--- config.mk ---
export PLATFORM = sky130hd
export DESIGN_NAME = mtg_front
export DESIGN_NICKNAME = d
export VERILOG_FILES = /design/src/sv/mersenne_twister_generator_core_macros.svh /design/src/sv/mtg_pkg.sv /design/src/sv/mtg_front.sv
export SDC_FILE = /design/constraint.sdc
export NUM_CORES = 1
export LEC_CHECK = 0
export BUFFER_PORTS_ARGS = -buffer_cell sky130_fd_sc_hd__buf_2
export CELL_PAD_IN_SITES_DETAIL_PLACEMENT = 0
export CELL_PAD_IN_SITES_GLOBAL_PLACEMENT = 1
export CORE_MARGIN = 4
export CORE_UTILIZATION = 15
export DETAILED_ROUTE_END_ITERATION = 16
export PLACE_DENSITY = 0.9
export SYNTH_ARGS = -nofsm -noshare
export SYNTH_HDL_FRONTEND = slang
export SYNTH_SLANG_ARGS = --single-unit
--- constraint.sdc ---
create_clock -name vclk -period 3.26
set_input_delay 0.815 -clock vclk [all_inputs]
set_output_delay 0.815 -clock vclk [all_outputs]
set_load 0.005 [all_outputs]
--- src/sv/mersenne_twister_generator_core_macros.svh ---
// ----------------------------------------------------------------------------
// mersenne_twister_generator_core assertion macros
// Clocked property shorthands shared by the generator core.
// ----------------------------------------------------------------------------
`ifndef MERSENNE_TWISTER_GENERATOR_CORE_MACROS_SVH
`define MERSENNE_TWISTER_GENERATOR_CORE_MACROS_SVH

// antecedent implies consequent in the same cycle
`define MTG_ASSERT_SAME(label, ante, cons, msg) \
  label: assert property (@(posedge clk) disable iff (!rst_n) (ante) |-> (cons)) \
    else $error(msg);

// antecedent implies consequent in the next cycle
`define MTG_ASSERT_NEXT(label, ante, cons, msg) \
  label: assert property (@(posedge clk) disable iff (!rst_n) (ante) |=> (cons)) \
    else $error(msg);

`endif

--- src/sv/mtg_pkg.sv ---
// ----------------------------------------------------------------------------
// mtg_pkg
// Constants, types and word functions of the MT19937 generator core.
// ----------------------------------------------------------------------------
package mtg_pkg;

  // table geometry
  localparam int unsigned MT_N  = 624;
  localparam int unsigned MT_M  = 397;
  localparam int unsigned IDX_W = $clog2(MT_N);

  // recurrence and tempering constants
  localparam logic [31:0] DEFAULT_SEED = 32'd4357;
  localparam logic [31:0] INIT_MULT    = 32'd1812433253;
  localparam logic [31:0] MATRIX_A     = 32'h9908_b0df;
  localparam logic [31:0] TEMPER_B     = 32'h9d2c_5680;
  localparam logic [31:0] TEMPER_C     = 32'hefc6_0000;
  localparam logic [31:0] UPPER_MASK   = 32'h8000_0000;
  localparam logic [31:0] LOWER_MASK   = 32'h7fff_ffff;

  typedef logic [IDX_W-1:0] idx_t;

  // item kinds after classification
  typedef enum logic [0:0] {
    CMD_DRAW = 1'b0,
    CMD_SEED = 1'b1
  } cmd_kind_t;

  typedef struct packed {
    cmd_kind_t   kind;
    logic [31:0] seed;
  } cmd_t;

  // back-end sequencer states
  typedef enum logic [2:0] {
    S_IDLE  = 3'b001,
    S_FILL  = 3'b010,
    S_TWIST = 3'b100
  } back_state_t;

  typedef struct packed {
    logic fill_active;
    logic twist_active;
    logic seeded;
    idx_t pos;
  } back_status_t;

  // one twist step on the current, next and far words
  function automatic logic [31:0] twist_word(input logic [31:0] cur,
                                             input logic [31:0] nxt,
                                             input logic [31:0] far);
    logic [31:0] y;
    y = (cur & UPPER_MASK) | (nxt & LOWER_MASK);
    return far ^ (y >> 1) ^ (y[0] ? MATRIX_A : 32'd0);
  endfunction

  // output tempering
  function automatic logic [31:0] temper(input logic [31:0] k);
    logic [31:0] t;
    t = k ^ (k >> 11);
    t = t ^ ((t << 7) & TEMPER_B);
    t = t ^ ((t << 15) & TEMPER_C);
    t = t ^ (t >> 18);
    return t;
  endfunction

endpackage

--- src/sv/mtg_front.sv ---
// ----------------------------------------------------------------------------
// mtg_front
// Input side: takes items, classifies them and substitutes the zero seed.
// ----------------------------------------------------------------------------
module mtg_front (
  input  logic         in_valid,
  output logic         in_ready,
  input  logic         in_opcode,
  input  logic [31:0]  in_seed,
  input  logic         q_full,
  output logic         q_push,
  output mtg_pkg::cmd_t q_data
);
  import mtg_pkg::*;

  // accept whenever the queue has room
  assign in_ready = !q_full;
  assign q_push   = in_valid && !q_full;

  // classify; a draw carries the default seed for a possible self-seed
  always_comb begin
    if (in_opcode) begin
      q_data.kind = CMD_SEED;
      q_data.seed = (in_seed == 32'd0) ? DEFAULT_SEED : in_seed;
    end else begin
      q_data.kind = CMD_DRAW;
      q_data.seed = DEFAULT_SEED;
    end
  end

endmodule

Yosys cells after proc, flatten, opt, wreduce, memory -nomap -nowiden
Index checks and enable logic that the tools add are counted.
{"block": "op_classes", "n_lt_le_gt_ge": 0, "n_reduce_logical": 3, "n_mux": 2, "bitwise": 0, "mul": 0, "n_shift": 0, "n_eq_ne": 0, "div_mod_pow": 0, "addsub": 0}
{"operator": "$mux W33", "count": 1}
{"operator": "$logic_not A32 Y1", "count": 1}
{"operator": "$mux W32", "count": 1}
{"operator": "$logic_and A1 B1 Y1", "count": 1}
{"operator": "$logic_not A1 Y1", "count": 1}
{"block": "totals", "wordCells": 5, "memories": 0, "output_inout_bits": 35, "mem_bits_rw": 0, "romBits": 0, "inputBits": 35, "latch_bits": 0, "reg_bits": 0}

Logic depth before layout (Yosys ltp)
{"block": "depth", "depth_word": 3, "depth_mapped": 3, "mapped_depth_nobuf": 3}

Least setup slack after synthesis
No wires, ideal clock.
{"block": "synth_timing", "kind": "input to output", "start": "input port in_seed[10]", "end": "output port q_data[0] in the netlist's numbering", "cell_stages": 3, "n_path_buf": 0, "path_slack_ps": 1034, "arrival_time_ps": 1411, "t_required_ps": 2445, "path_cell_list": "nor4_1 -> nand4_1 -> o21ai_1"}
{"element": "from (decl)", "line_no": "mtg_front.sv:9", "text": "input logic [31:0] in_seed,"}
{"element": "to (decl)", "line_no": "mtg_front.sv:12", "text": "output mtg_pkg::cmd_t q_data"}

==> flow_summary_export.csv <==
group,metric,value,unit
cts,postCtsHoldBufs,0,
placed_design,dp.cells,146,
sta,drv_slew,0,
routing,ant_nets,0,
routing,drt_wl_total,1620,um
cells_and_area,fin_cells,146,
routing,drc_errors,0,
sta,maxSlewHeadroom,0.746,
critical_path,crit_required,2.44,ns
critical_path,setup.worst_path.start_class,"primary input",
worst_hold_path,hold_path_class,"primary input to primary output",
cells_and_area,antennaDiodeCount,0,
grt,grt-ovfl-total,0,
synthesis,synth_cells,52,
synthesis,yosys_warnings,0,
cells_and_area,clock_buffers,0,
routing,firstDrtPassIters,3,
placed_design,io_buffer_count,70,
sta,tightest_slew,0.381,ns
cts,post_cts_resized,0,
critical_path,crit_end,"q_data[12]",
critical_path,critical_path.cell_chain,"buf_2 > nor4_2 > nand4_1 > o21ai_1 > buf_2",
routing,via_per_inst,4.24,
sta,fin_setup_tns,0,ns
synthesis,netlist.area_leader.share,0.480,
critical_path,slowest_delay,0.29,ns
cells_and_area,final_common_cell,"buf_2",
flow_run,maxCapViolCount,0,
die,start_util,0.159,
die,die_area,3180,um^2
sta,post-route-min-period,2.59,ns
run_status,status,"complete, no violations",
power,p_per_area,105,nW/um^2
routing,wl_per_cell,11.1,um
synthesis,yosysTopAreaCell,"and2_1",
cells_and_area,final-seq-area,0,um^2
critical_path,worstSetupPathType,"primary input to primary output",
critical_path,path_common_cell,"buf_2",
critical_path,cp_max_fo,4,
sta,rsz0062_at_grt,"false",
synthesis,syn_nets,87,
synthesis,synth_cell_types,11,
cells_and_area,fillers,251,
synthesis,synth_area,352,um^2
cells_and_area,seq_cell_count,0,
placed_design,place_hpwl,1490,um
grt,grt_max_degree,34,
placed_design,globalplace.congestion,0.700,
synthesis,synth_seq_area_share,0,
routing,drt_iter0_markers,12,
critical_path,slowest_stage,"nor4_2",
critical_path,worstPathArrival,1.78,ns
die,die_y,56.4,um
cells_and_area,drive_above_1_share,0.653,
die,die_w,56.4,um
cts,cts_setup_buffers,0,
die,io_pins,70,
grt,grtUsageTotal,0.101,
placed_design,place_area,718,um^2
sta,clock.fmax,385,MHz
critical_path,critPathLaunch,"in_seed[0]",
synthesis,synth_area_leaders,"and2_1 48%, nor4_2 21%, nor2b_1 7.1%",
sta,final.period_utilization,0.796,
synthesis,avgSynthCellArea,6.76,um^2
sta,final-hold-violation-count,0,
cells_and_area,final_area,718,um^2
sta,report.final.setup_viol,0,
grt,first_global_vias,635,
grt,grt_pass1_wl,2810,um
cells_and_area,final_cell_mix,"70 x buf_2, 27 x and2_1, 6 x nor4_2",
cells_and_area,area_delta_synth_final,104,%
power,p_leak,0.000400,uW
die,core_area,2210,um^2
grt,antenna_found_initial,0,
die,row_count,17,
power,irDropWorstVdd,0.0000355,V
cells_and_area,nNetsFinal,155,
routing,vias,619,
critical_path,endpoint_kind,"primary output",
==> critical path: cells and delay by family <==
family,cells,cell delay (ns)
buffers and inverters,2,0.25
AND/OR/NAND/NOR,2,0.52
AO/OA/AOI/OAI,1,0.20
==> cell type report <==
type	count	area, um^2	share of cell area
repair buffers	70	350	0.488
multi-input cells	47	329	0.458
well taps	28	35.0	0.0488
inverters	1	3.75	0.00523
==> worst min path at each step <==
stage | from | endpoint | slack [ns] | depth (start not counted)
finish | q_full | in_ready | 1.86 | 3
global route | q_full | in_ready | 1.89 | 3
CTS | q_full | in_ready | 1.86 | 3
detailed placement | q_full | in_ready | 1.86 | 3
global placement | q_full | in_ready | 1.85 | 3
floorplan | q_full | in_ready | 1.66 | 1
==> per-stage QoR <==
step	total power [uW]	hold WS, ns	util	setup slack [ns]
after floorplan	27.1	1.66	-	1.03
after detailed placement	76.6	1.86	0.325	0.646
after global routing	85.0	1.89	0.325	0.547
after CTS	76.7	1.86	0.325	0.646
after global placement	74.9	1.85	0.325	0.645
final	75.1	1.86	0.325	0.665
==> layer usage <==
metal,routed length [um],up-vias,track usage,share of wire
met3,153,0,0.0161,0.094
met4,0,0,0,0
met1,584,276,0.109,0.36
li1,-,311,-,-
met2,885,32,0.212,0.55
met5,0,-,0,0
==> cells by family (layout without fill, tap and decap cells) <==
| kind of cell | after synthesis | after routing | share of synthesized area |
|---|---|---|---|
| buf+inv | 5 | 71 | 0.0641 |
| compound gates | 4 | 4 | 0.0569 |
| simple gates | 43 | 43 | 0.879 |
==> cells in the mapped netlist <==
| master | n |
|---|---|
| and2_1 | 27 |
| and2_2 | 1 |
| o21ai_1 | 4 |
| nand4_1 | 2 |
| inv_1 | 1 |
| nor4_1 | 2 |
| nor4_2 | 6 |
| clkbuf_1 | 3 |
| nor2b_1 | 4 |
| and2b_1 | 1 |
| buf_4 | 1 |
==> power by group <==
| group | switching, uW | internal (uW) |
|---|---|---|
| Clock | 0 | 0 |
| Sequential | 0 | 0 |
| Combinational | 32.8 | 42.2 |
| Total | 32.8 | 42.2 |
(Power assumes the default switching activity.)
