### config.mk
export PLATFORM = sky130hd
export DESIGN_NAME = mtg_queue
export DESIGN_NICKNAME = d
export VERILOG_FILES = /design/src/sv/mersenne_twister_generator_core_macros.svh /design/src/sv/mtg_pkg.sv /design/src/sv/mtg_queue.sv
export SDC_FILE = /design/constraint.sdc
export NUM_CORES = 1
export LEC_CHECK = 0
export ABC_AREA = 0
export BUFFER_PORTS_ARGS = -buffer_cell sky130_fd_sc_hd__buf_2
export CAP_MARGIN = 0
export CORE_MARGIN = 2
export CORE_UTILIZATION = 50
export DETAILED_ROUTE_END_ITERATION = 12
export HOLD_SLACK_MARGIN = 0.1
export PLACE_DENSITY = 0.79
export SLEW_MARGIN = 20
export SYNTH_ARGS = -nofsm -noshare
export SYNTH_HDL_FRONTEND = slang
export SYNTH_SLANG_ARGS = --single-unit
### constraint.sdc
create_clock -name clk -period 2.2 [get_ports clk]
set_clock_uncertainty 0.2 [all_clocks]
set_input_delay 0.22 -clock clk [delete_from_list [all_inputs] [get_ports clk]]
set_output_delay 0.22 -clock clk [all_outputs]
set_load 0.03 [all_outputs]
### src/sv/mersenne_twister_generator_core_macros.svh
// ----------------------------------------------------------------------------
// mersenne_twister_generator_core assertion macros
// Clocked property shorthands shared by the generator core.
// ----------------------------------------------------------------------------
`ifndef MERSENNE_TWISTER_GENERATOR_CORE_MACROS_SVH
`define MERSENNE_TWISTER_GENERATOR_CORE_MACROS_SVH

// antecedent implies consequent in the same cycle
`define MTG_ASSERT_SAME(label, ante, cons, msg) \
  label: assert property (@(posedge clk) disable iff (!rst_n) (ante) |-> (cons)) \
    else $error(msg);

// antecedent implies consequent in the next cycle
`define MTG_ASSERT_NEXT(label, ante, cons, msg) \
  label: assert property (@(posedge clk) disable iff (!rst_n) (ante) |=> (cons)) \
    else $error(msg);

`endif

### src/sv/mtg_pkg.sv
// ----------------------------------------------------------------------------
// mtg_pkg
// Constants, types and word functions of the MT19937 generator core.
// ----------------------------------------------------------------------------
package mtg_pkg;

  // table geometry
  localparam int unsigned MT_N  = 624;
  localparam int unsigned MT_M  = 397;
  localparam int unsigned IDX_W = $clog2(MT_N);

  // recurrence and tempering constants
  localparam logic [31:0] DEFAULT_SEED = 32'd4357;
  localparam logic [31:0] INIT_MULT    = 32'd1812433253;
  localparam logic [31:0] MATRIX_A     = 32'h9908_b0df;
  localparam logic [31:0] TEMPER_B     = 32'h9d2c_5680;
  localparam logic [31:0] TEMPER_C     = 32'hefc6_0000;
  localparam logic [31:0] UPPER_MASK   = 32'h8000_0000;
  localparam logic [31:0] LOWER_MASK   = 32'h7fff_ffff;

  typedef logic [IDX_W-1:0] idx_t;

  // item kinds after classification
  typedef enum logic [0:0] {
    CMD_DRAW = 1'b0,
    CMD_SEED = 1'b1
  } cmd_kind_t;

  typedef struct packed {
    cmd_kind_t   kind;
    logic [31:0] seed;
  } cmd_t;

  // back-end sequencer states
  typedef enum logic [2:0] {
    S_IDLE  = 3'b001,
    S_FILL  = 3'b010,
    S_TWIST = 3'b100
  } back_state_t;

  typedef struct packed {
    logic fill_active;
    logic twist_active;
    logic seeded;
    idx_t pos;
  } back_status_t;

  // one twist step on the current, next and far words
  function automatic logic [31:0] twist_word(input logic [31:0] cur,
                                             input logic [31:0] nxt,
                                             input logic [31:0] far);
    logic [31:0] y;
    y = (cur & UPPER_MASK) | (nxt & LOWER_MASK);
    return far ^ (y >> 1) ^ (y[0] ? MATRIX_A : 32'd0);
  endfunction

  // output tempering
  function automatic logic [31:0] temper(input logic [31:0] k);
    logic [31:0] t;
    t = k ^ (k >> 11);
    t = t ^ ((t << 7) & TEMPER_B);
    t = t ^ ((t << 15) & TEMPER_C);
    t = t ^ (t >> 18);
    return t;
  endfunction

endpackage

### src/sv/mtg_queue.sv
// ----------------------------------------------------------------------------
// mtg_queue
// Small FIFO of classified items between the front and back ends.
// ----------------------------------------------------------------------------
module mtg_queue #(
  parameter int unsigned DEPTH = 4
) (
  input  logic          clk,
  input  logic          rst_n,
  input  logic          push,
  input  mtg_pkg::cmd_t push_data,
  input  logic          pop,
  output mtg_pkg::cmd_t head,
  output logic          full,
  output logic          empty
);
  import mtg_pkg::*;

  localparam int unsigned PTR_W = $clog2(DEPTH);
  localparam int unsigned CNT_W = $clog2(DEPTH + 1);

  cmd_t              slot_r [DEPTH];
  logic [PTR_W-1:0]  wr_ptr_r, wr_ptr_nxt;
  logic [PTR_W-1:0]  rd_ptr_r, rd_ptr_nxt;
  logic [CNT_W-1:0]  cnt_r, cnt_nxt;
  logic              do_push, do_pop;

  assign full    = (cnt_r == CNT_W'(DEPTH));
  assign empty   = (cnt_r == '0);
  assign do_push = push && !full;
  assign do_pop  = pop && !empty;
  assign head    = slot_r[rd_ptr_r];

  // pointer wrap and occupancy
  always_comb begin
    wr_ptr_nxt = wr_ptr_r;
    rd_ptr_nxt = rd_ptr_r;
    cnt_nxt    = cnt_r;
    if (do_push) begin
      wr_ptr_nxt = (wr_ptr_r == PTR_W'(DEPTH - 1)) ? '0 : wr_ptr_r + 1'b1;
    end
    if (do_pop) begin
      rd_ptr_nxt = (rd_ptr_r == PTR_W'(DEPTH - 1)) ? '0 : rd_ptr_r + 1'b1;
    end
    if (do_push && !do_pop) begin
      cnt_nxt = cnt_r + 1'b1;
    end else if (do_pop && !do_push) begin
      cnt_nxt = cnt_r - 1'b1;
    end
  end

  always_ff @(posedge clk) begin
    if (!rst_n) begin
      wr_ptr_r <= '0;
      rd_ptr_r <= '0;
      cnt_r    <= '0;
    end else begin
      wr_ptr_r <= wr_ptr_nxt;
      rd_ptr_r <= rd_ptr_nxt;
      cnt_r    <= cnt_nxt;
    end
  end

  // payload slots, no reset
  always_ff @(posedge clk) begin
    if (do_push) begin
      slot_r[wr_ptr_r] <= push_data;
    end
  end

endmodule

Word level (Yosys, flattened, before mapping) --
Memory sizes are Yosys's and may differ from the RTL's. A register that Yosys moved wholly into a read port is not among the register bits. Index checks and enable logic that the tools add are counted.
Cells by class: $add $sub $neg 4, equal/unequal tests 3, muxes and demuxes 8, reductions and logical operators 10
Operators by type and width (number):
- 2-to-1 mux 2 bit | 4
- 2-to-1 mux 3 bit | 2
- adder 2 x 1 -> 2 bit (second input constant) | 2
- == test 2 bit (second input constant) | 2
- logical AND 1 bit | 4
- logical NOT 1 bit | 4
- adder 3 x 1 -> 3 bit (second input constant) | 1
- == test 3 bit (second input constant) | 1
- logical NOT 3 bit | 1
- subtractor 3 x 1 -> 3 bit (second input constant) | 1
- 2-to-1 mux 1 bit | 2
- nonzero test 2 bit | 1
Word-level totals: flip-flop bits (word level) 7, RAM bits 132, input port bits 37, output and inout bits 35, logic and storage cells 29, memories kept 1
Memory list:
- slot_r | words 4, bits a word 33, read ports 1, clocked after Yosys merged registers in 1, wr ports 1, RTL line mtg_queue.sv:22 | cmd_t slot_r [DEPTH];

Logic depth before layout (Yosys ltp) --
word-level depth 7, mapped depth 9, depth with buffers taken out 8

Worst setup path after synthesis --
OpenSTA, ideal clock, no wires.
path type flip-flop to flip-flop, start register cnt_r[0], end register cnt_r[2], library setup time 0.076 ns, data arrival time 2.036 ns, data required time 1.924 ns, slack -0.112 ns, stages on the path, launching flop included 8, path buffers 0, clock period less this slack 2.312 ns, cell sequence dfxtp_1 > o31ai_1 > ha_1 > inv_1 > fa_1 > xor2_1 > or3_1 > a21boi_0
Between the ends: word-level cells in the longest chain between the ends 6, elaborated cells on any way between the ends 15, those cells by class add/sub: 2; eq/ne: 1; mux: 2; reduce/logical: 10
Ends and longest elaborated chain:
- from (decl) | RTL line mtg_queue.sv:25 | logic [CNT_W-1:0] cnt_r, cnt_nxt;
- from (signal assigned) | RTL line mtg_queue.sv:60 | cnt_r <= cnt_nxt;
- parallel branches: the longest is 6 deep, another holds subtractor 3 x 1 -> 3 bit
Several ways; the timed one is not identified. The select of a mux whose other input is x is not followed. A chain may end at the register's enable or synchronous reset.

==> impl_table.tex <==
\begin{tabular}{lr}
\hline
Metric & Value \\
\hline
\multicolumn{2}{l}{\textbf{Status}} \\
\quad Outcome & complete, but fails checks \\
\quad Failing checks & negative setup slack \\
\multicolumn{2}{l}{\textbf{STA}} \\
\quad Setup repair after global routing missed its margin & yes \\
\quad Normalized max-slew margin & 0.802 \\
\quad Final number of setup-violating endpoints & 33 \\
\quad Final-report hold violation count & 0 \\
\quad Final worst setup slack & -0.0577 ns \\
\quad Measured slew at the worst slew-check pin & between 0.2 and 0.3 ns \\
\quad Highest clock frequency the design can meet & between 0.4 and 0.5 GHz \\
\quad Hold slack final & about 0.25 ns \\
\quad TNS Setup & -1.20 ns \\
\quad Number of pins with negative max-slew slack in the final report & 0 \\
\quad Final cycle utilization of the critical path & 1.03 \\
\quad Min Tclk post-route & between 2 and 2.5 ns \\
\multicolumn{2}{l}{\textbf{Place}} \\
\quad Final weighted congestion of routability-driven global placement & approximately 0.7 \\
\quad Post-detailed-placement half-perimeter wirelength & approximately 5.6 mm \\
\quad Number of placed instances with taps included & between 400 and 500 \\
\quad Number of buffers added on ports & 71 \\
\multicolumn{2}{l}{\textbf{Power}} \\
\quad Power Dens Cells & between 1000 and 1500 mW/mm2 \\
\quad LEAKAGE & roughly 2.6 nW \\
\quad Peak VDD IR & between 0.0006 and 0.0007 V \\
\multicolumn{2}{l}{\textbf{Setup path}} \\
\quad CP Launch Type & flip-flop \\
\quad Maximum fanout count along the critical path & 5 \\
\quad Classification of the worst setup path & flip-flop to primary output \\
\quad Endpoint arrival time on the critical path & roughly 1.8 ns \\
\quad Crit. End Element & primary output \\
\quad Critical path data required time & approximately 1.8 ns \\
\quad Slack of the worst reg-to-reg path & 0.02 ns \\
\multicolumn{2}{l}{\textbf{Route}} \\
\quad Final ANT Viol Nets & 0 \\
\quad DR WL/cell & roughly 19 um \\
\quad Initial DRT Pass Iterations & 4 \\
\quad Number of DRC violations after detailed routing & 0 \\
\quad Via total after detailed routing & 2629 \\
\quad First-iteration detailed-routing DRC count & 144 \\
\quad Routed WL & about 9.5 mm \\
\quad Via count normalized by instance count & 5.12 \\
\multicolumn{2}{l}{\textbf{Finish}} \\
\quad \# diodes & 0 \\
\quad Share of layout cells above drive strength 1 & 0.448 \\
\quad Non-filler instance count after layout & 513 \\
\quad Layout overhead on the synthesized area & 36.7\% \\
\quad Utilization after layout & 0.703 \\
\quad Final net count & roughly 410 \\
\multicolumn{2}{l}{\textbf{Logic synthesis}} \\
\quad Post-synthesis average cell area & 23.6 um2 \\
\quad Synthesized netlist net count & about 270 \\
\quad Total standard cell area after synthesis & around 0.0053 mm2 \\
\quad Leading post-synthesis cells by cell area & sky130\_fd\_sc\_hd\_\_edfxtp\_1 75\%, sky130\_fd\_sc\_hd\_\_mux4\_2 13\%, sky130\_fd\_sc\_hd\_\_dfxtp\_1 3.4\% \\
\quad Portion of the post-synthesis area used by sequential elements & 0.784 \\
\quad Fraction of synthesized cell area taken by the top area cell type & 0.749 \\
\quad FF+latch count, synth & approximately 140 \\
\quad Synthesized instance count & 224 \\
\quad Synthesis Warnings & 0 \\
\quad Cell variety after synth & 25 \\
\quad Cell taking the most area after synthesis & sky130\_fd\_sc\_hd\_\_edfxtp\_1 \\
\multicolumn{2}{l}{\textbf{Global route}} \\
\quad GRT Resource Usage Total & 0.186 \\
\quad Wire length of the first global-routing pass & approximately 15 mm \\
\quad Vias in the first global route & roughly 2.9k \\
\quad Initial antenna violation count & 0 \\
\quad Aggregate global routing overflow & 0 \\
\quad Maximum number of pins on one net before global-route repair & 34 \\
\multicolumn{2}{l}{\textbf{Clocking}} \\
\quad Number of sinks on the clock net & 141 \\
\quad Later-pin clock latency in the skew report & around 0.52 ns \\
\quad Clock transition at the register clock pins on the worst setup and hold paths after CTS & around 0.06 ns \\
\quad Clk buf depth & 2 \\
\quad Inserted Clock Buffers & 17 \\
\quad Count of H-tree levels built during CTS & 4 \\
\quad Cell chosen for the clock root & sky130\_fd\_sc\_hd\_\_clkbuf\_8 \\
\quad CTS tree & yes \\
\multicolumn{2}{l}{\textbf{Flow run}} \\
\quad Max Cap Viol & 0 \\
\multicolumn{2}{l}{\textbf{Floorplan}} \\
\quad X dimension of the die & roughly 110 um \\
\quad Core ar. & $\sim$0.010 mm2 \\
\quad Chip height & $\sim$110 um \\
\quad Die Footprint & between 0.01 and 0.015 mm2 \\
\quad Initial Util & 0.515 \\
\quad I/O pin count & 72 \\
\quad Std cell rows & 37 \\
\multicolumn{2}{l}{\textbf{Min path}} \\
\quad Worst min path class & primary input to flip-flop \\
\hline
\end{tabular}
worst paths after layout:
path,startpoint,endpoint,cells past startpoint
max,flip-flop,head[2],4
min,push_data[21],slot_r[2][21],2
max reg2reg,cnt_r[1],cnt_r[2],7
min reg2reg,wr_ptr_r[1],wr_ptr_r[1],2
flip-flops by register name, summed over array words and instances, names as in the netlist, named ones only:
| signal | flops |
|---|---|
| cnt_r | 3 |
| wr_ptr_r | 2 |
| slot_r | 132 |
| rd_ptr_r | 2 |
cell usage in the layout, fill, tap and decap left out, types with 2 or more instances in the layout:
master                          instances
sky130_fd_sc_hd__ha_1                   5
sky130_fd_sc_hd__mux2i_1                3
sky130_fd_sc_hd__dfxtp_1                4
sky130_fd_sc_hd__dfxtp_2                4
sky130_fd_sc_hd__mux4_2                31
sky130_fd_sc_hd__buf_2                 38
sky130_fd_sc_hd__dlygate4sd3_1         36
sky130_fd_sc_hd__and2_2                 4
sky130_fd_sc_hd__nor2_1                 2
sky130_fd_sc_hd__edfxtp_1             132
sky130_fd_sc_hd__buf_16                 2
sky130_fd_sc_hd__clkinv_2               6
sky130_fd_sc_hd__o21ai_0                3
sky130_fd_sc_hd__buf_6                 32
sky130_fd_sc_hd__buf_4                 13
sky130_fd_sc_hd__buf_12                10
sky130_fd_sc_hd__clkinv_4               2
sky130_fd_sc_hd__nand2_1                6
sky130_fd_sc_hd__clkbuf_16             17
sky130_fd_sc_hd__mux4_1                 2
sky130_fd_sc_hd__nand3_1                2
sky130_fd_sc_hd__clkinvlp_4             2
sky130_fd_sc_hd__bufinv_16              2
sky130_fd_sc_hd__inv_1                  3
cells by family (layout without fill, tap and decap cells):
logic type / Yosys count / after routing / synth area share
adders and majority gates: 7 / 7 / 0.0180
muxes: 36 / 36 / 0.148
and+or+nand+nor: 20 / 20 / 0.0203
xor gates and xnor gates: 2 / 2 / 0.00331
DFF: 141 / 141 / 0.784
buffers and inverters: 13 / 166 / 0.0208
AOI/OAI and AO/OA: 5 / 5 / 0.00568
per-layer routing:
layer  vias up  GRT usage  share of wire
met3        12     0.0559          0.040
met2        61      0.318           0.55
met4         0     0.0724          0.013
met5         -          0              0
met1      1350      0.223           0.40
li1       1206          -              -
worst max-delay path: stages (launching register included):
cell	delay [ns]
sky130_fd_sc_hd__dfxtp_4	0.39
sky130_fd_sc_hd__buf_12	0.14
sky130_fd_sc_hd__buf_12	0.12
sky130_fd_sc_hd__mux4_2	0.51
sky130_fd_sc_hd__buf_6	0.16
through the flow:
step | cell area [um2] | total power, mW | setup slack [ns]
finish | 7230 | 8.89 | -0.0577
global route | 7230 | 9.28 | -0.126
CTS | 7180 | 8.92 | -0.0915
detailed placement | 5930 | 5.62 | -0.0302
global placement | 5930 | 5.58 | 0.0834
floorplan | 5310 | 5.03 | -0.0315
timing repair:
item                                    in CTS  in global routing
setup buffers                                4                  1
endpoints found under the setup margin      34                 34
pin swaps                                    1                  0
hold endpoints to repair                   141                  0
hold buffers                                36                  0
cloned                                       2                  1
resized for setup                           73                  1
area by class of cell:
class / instances / area, um2
fillers: 644 / 3050
flip-flops and latches: 141 / 4150
inverters: 3 / 11.3
repair buffers: 132 / 1290
multi-input cells: 70 / 1060
clock inverters: 13 / 126
clock buffers: 18 / 418
well taps: 136 / 170
where the power goes:
part / total (mW) / internal (mW) / switching [mW]
Combinational: 2.90 / 1.48 / 1.42
Clock: 2.58 / 1.59 / 0.994
Sequential: 3.41 / 3.28 / 0.125
synthesized netlist by cell type, drive strengths merged:
| library cell | n |
|---|---|
| nand3 | 2 |
| inv | 3 |
| or3 | 1 |
| and2 | 5 |
| mux4 | 33 |
| clkbuf | 2 |
| nor3b | 1 |
| mux2i | 3 |
| nor2 | 2 |
| a21boi | 1 |
| buf | 8 |
| o31ai | 1 |
| fa | 1 |
| dfxtp | 9 |
| ha | 6 |
| xor2 | 1 |
| nand2 | 6 |
| nor2b | 2 |
| xnor2 | 1 |
| edfxtp | 132 |
| o21ai | 3 |
| nor3 | 1 |
Power figures use the tool's default switching activity.
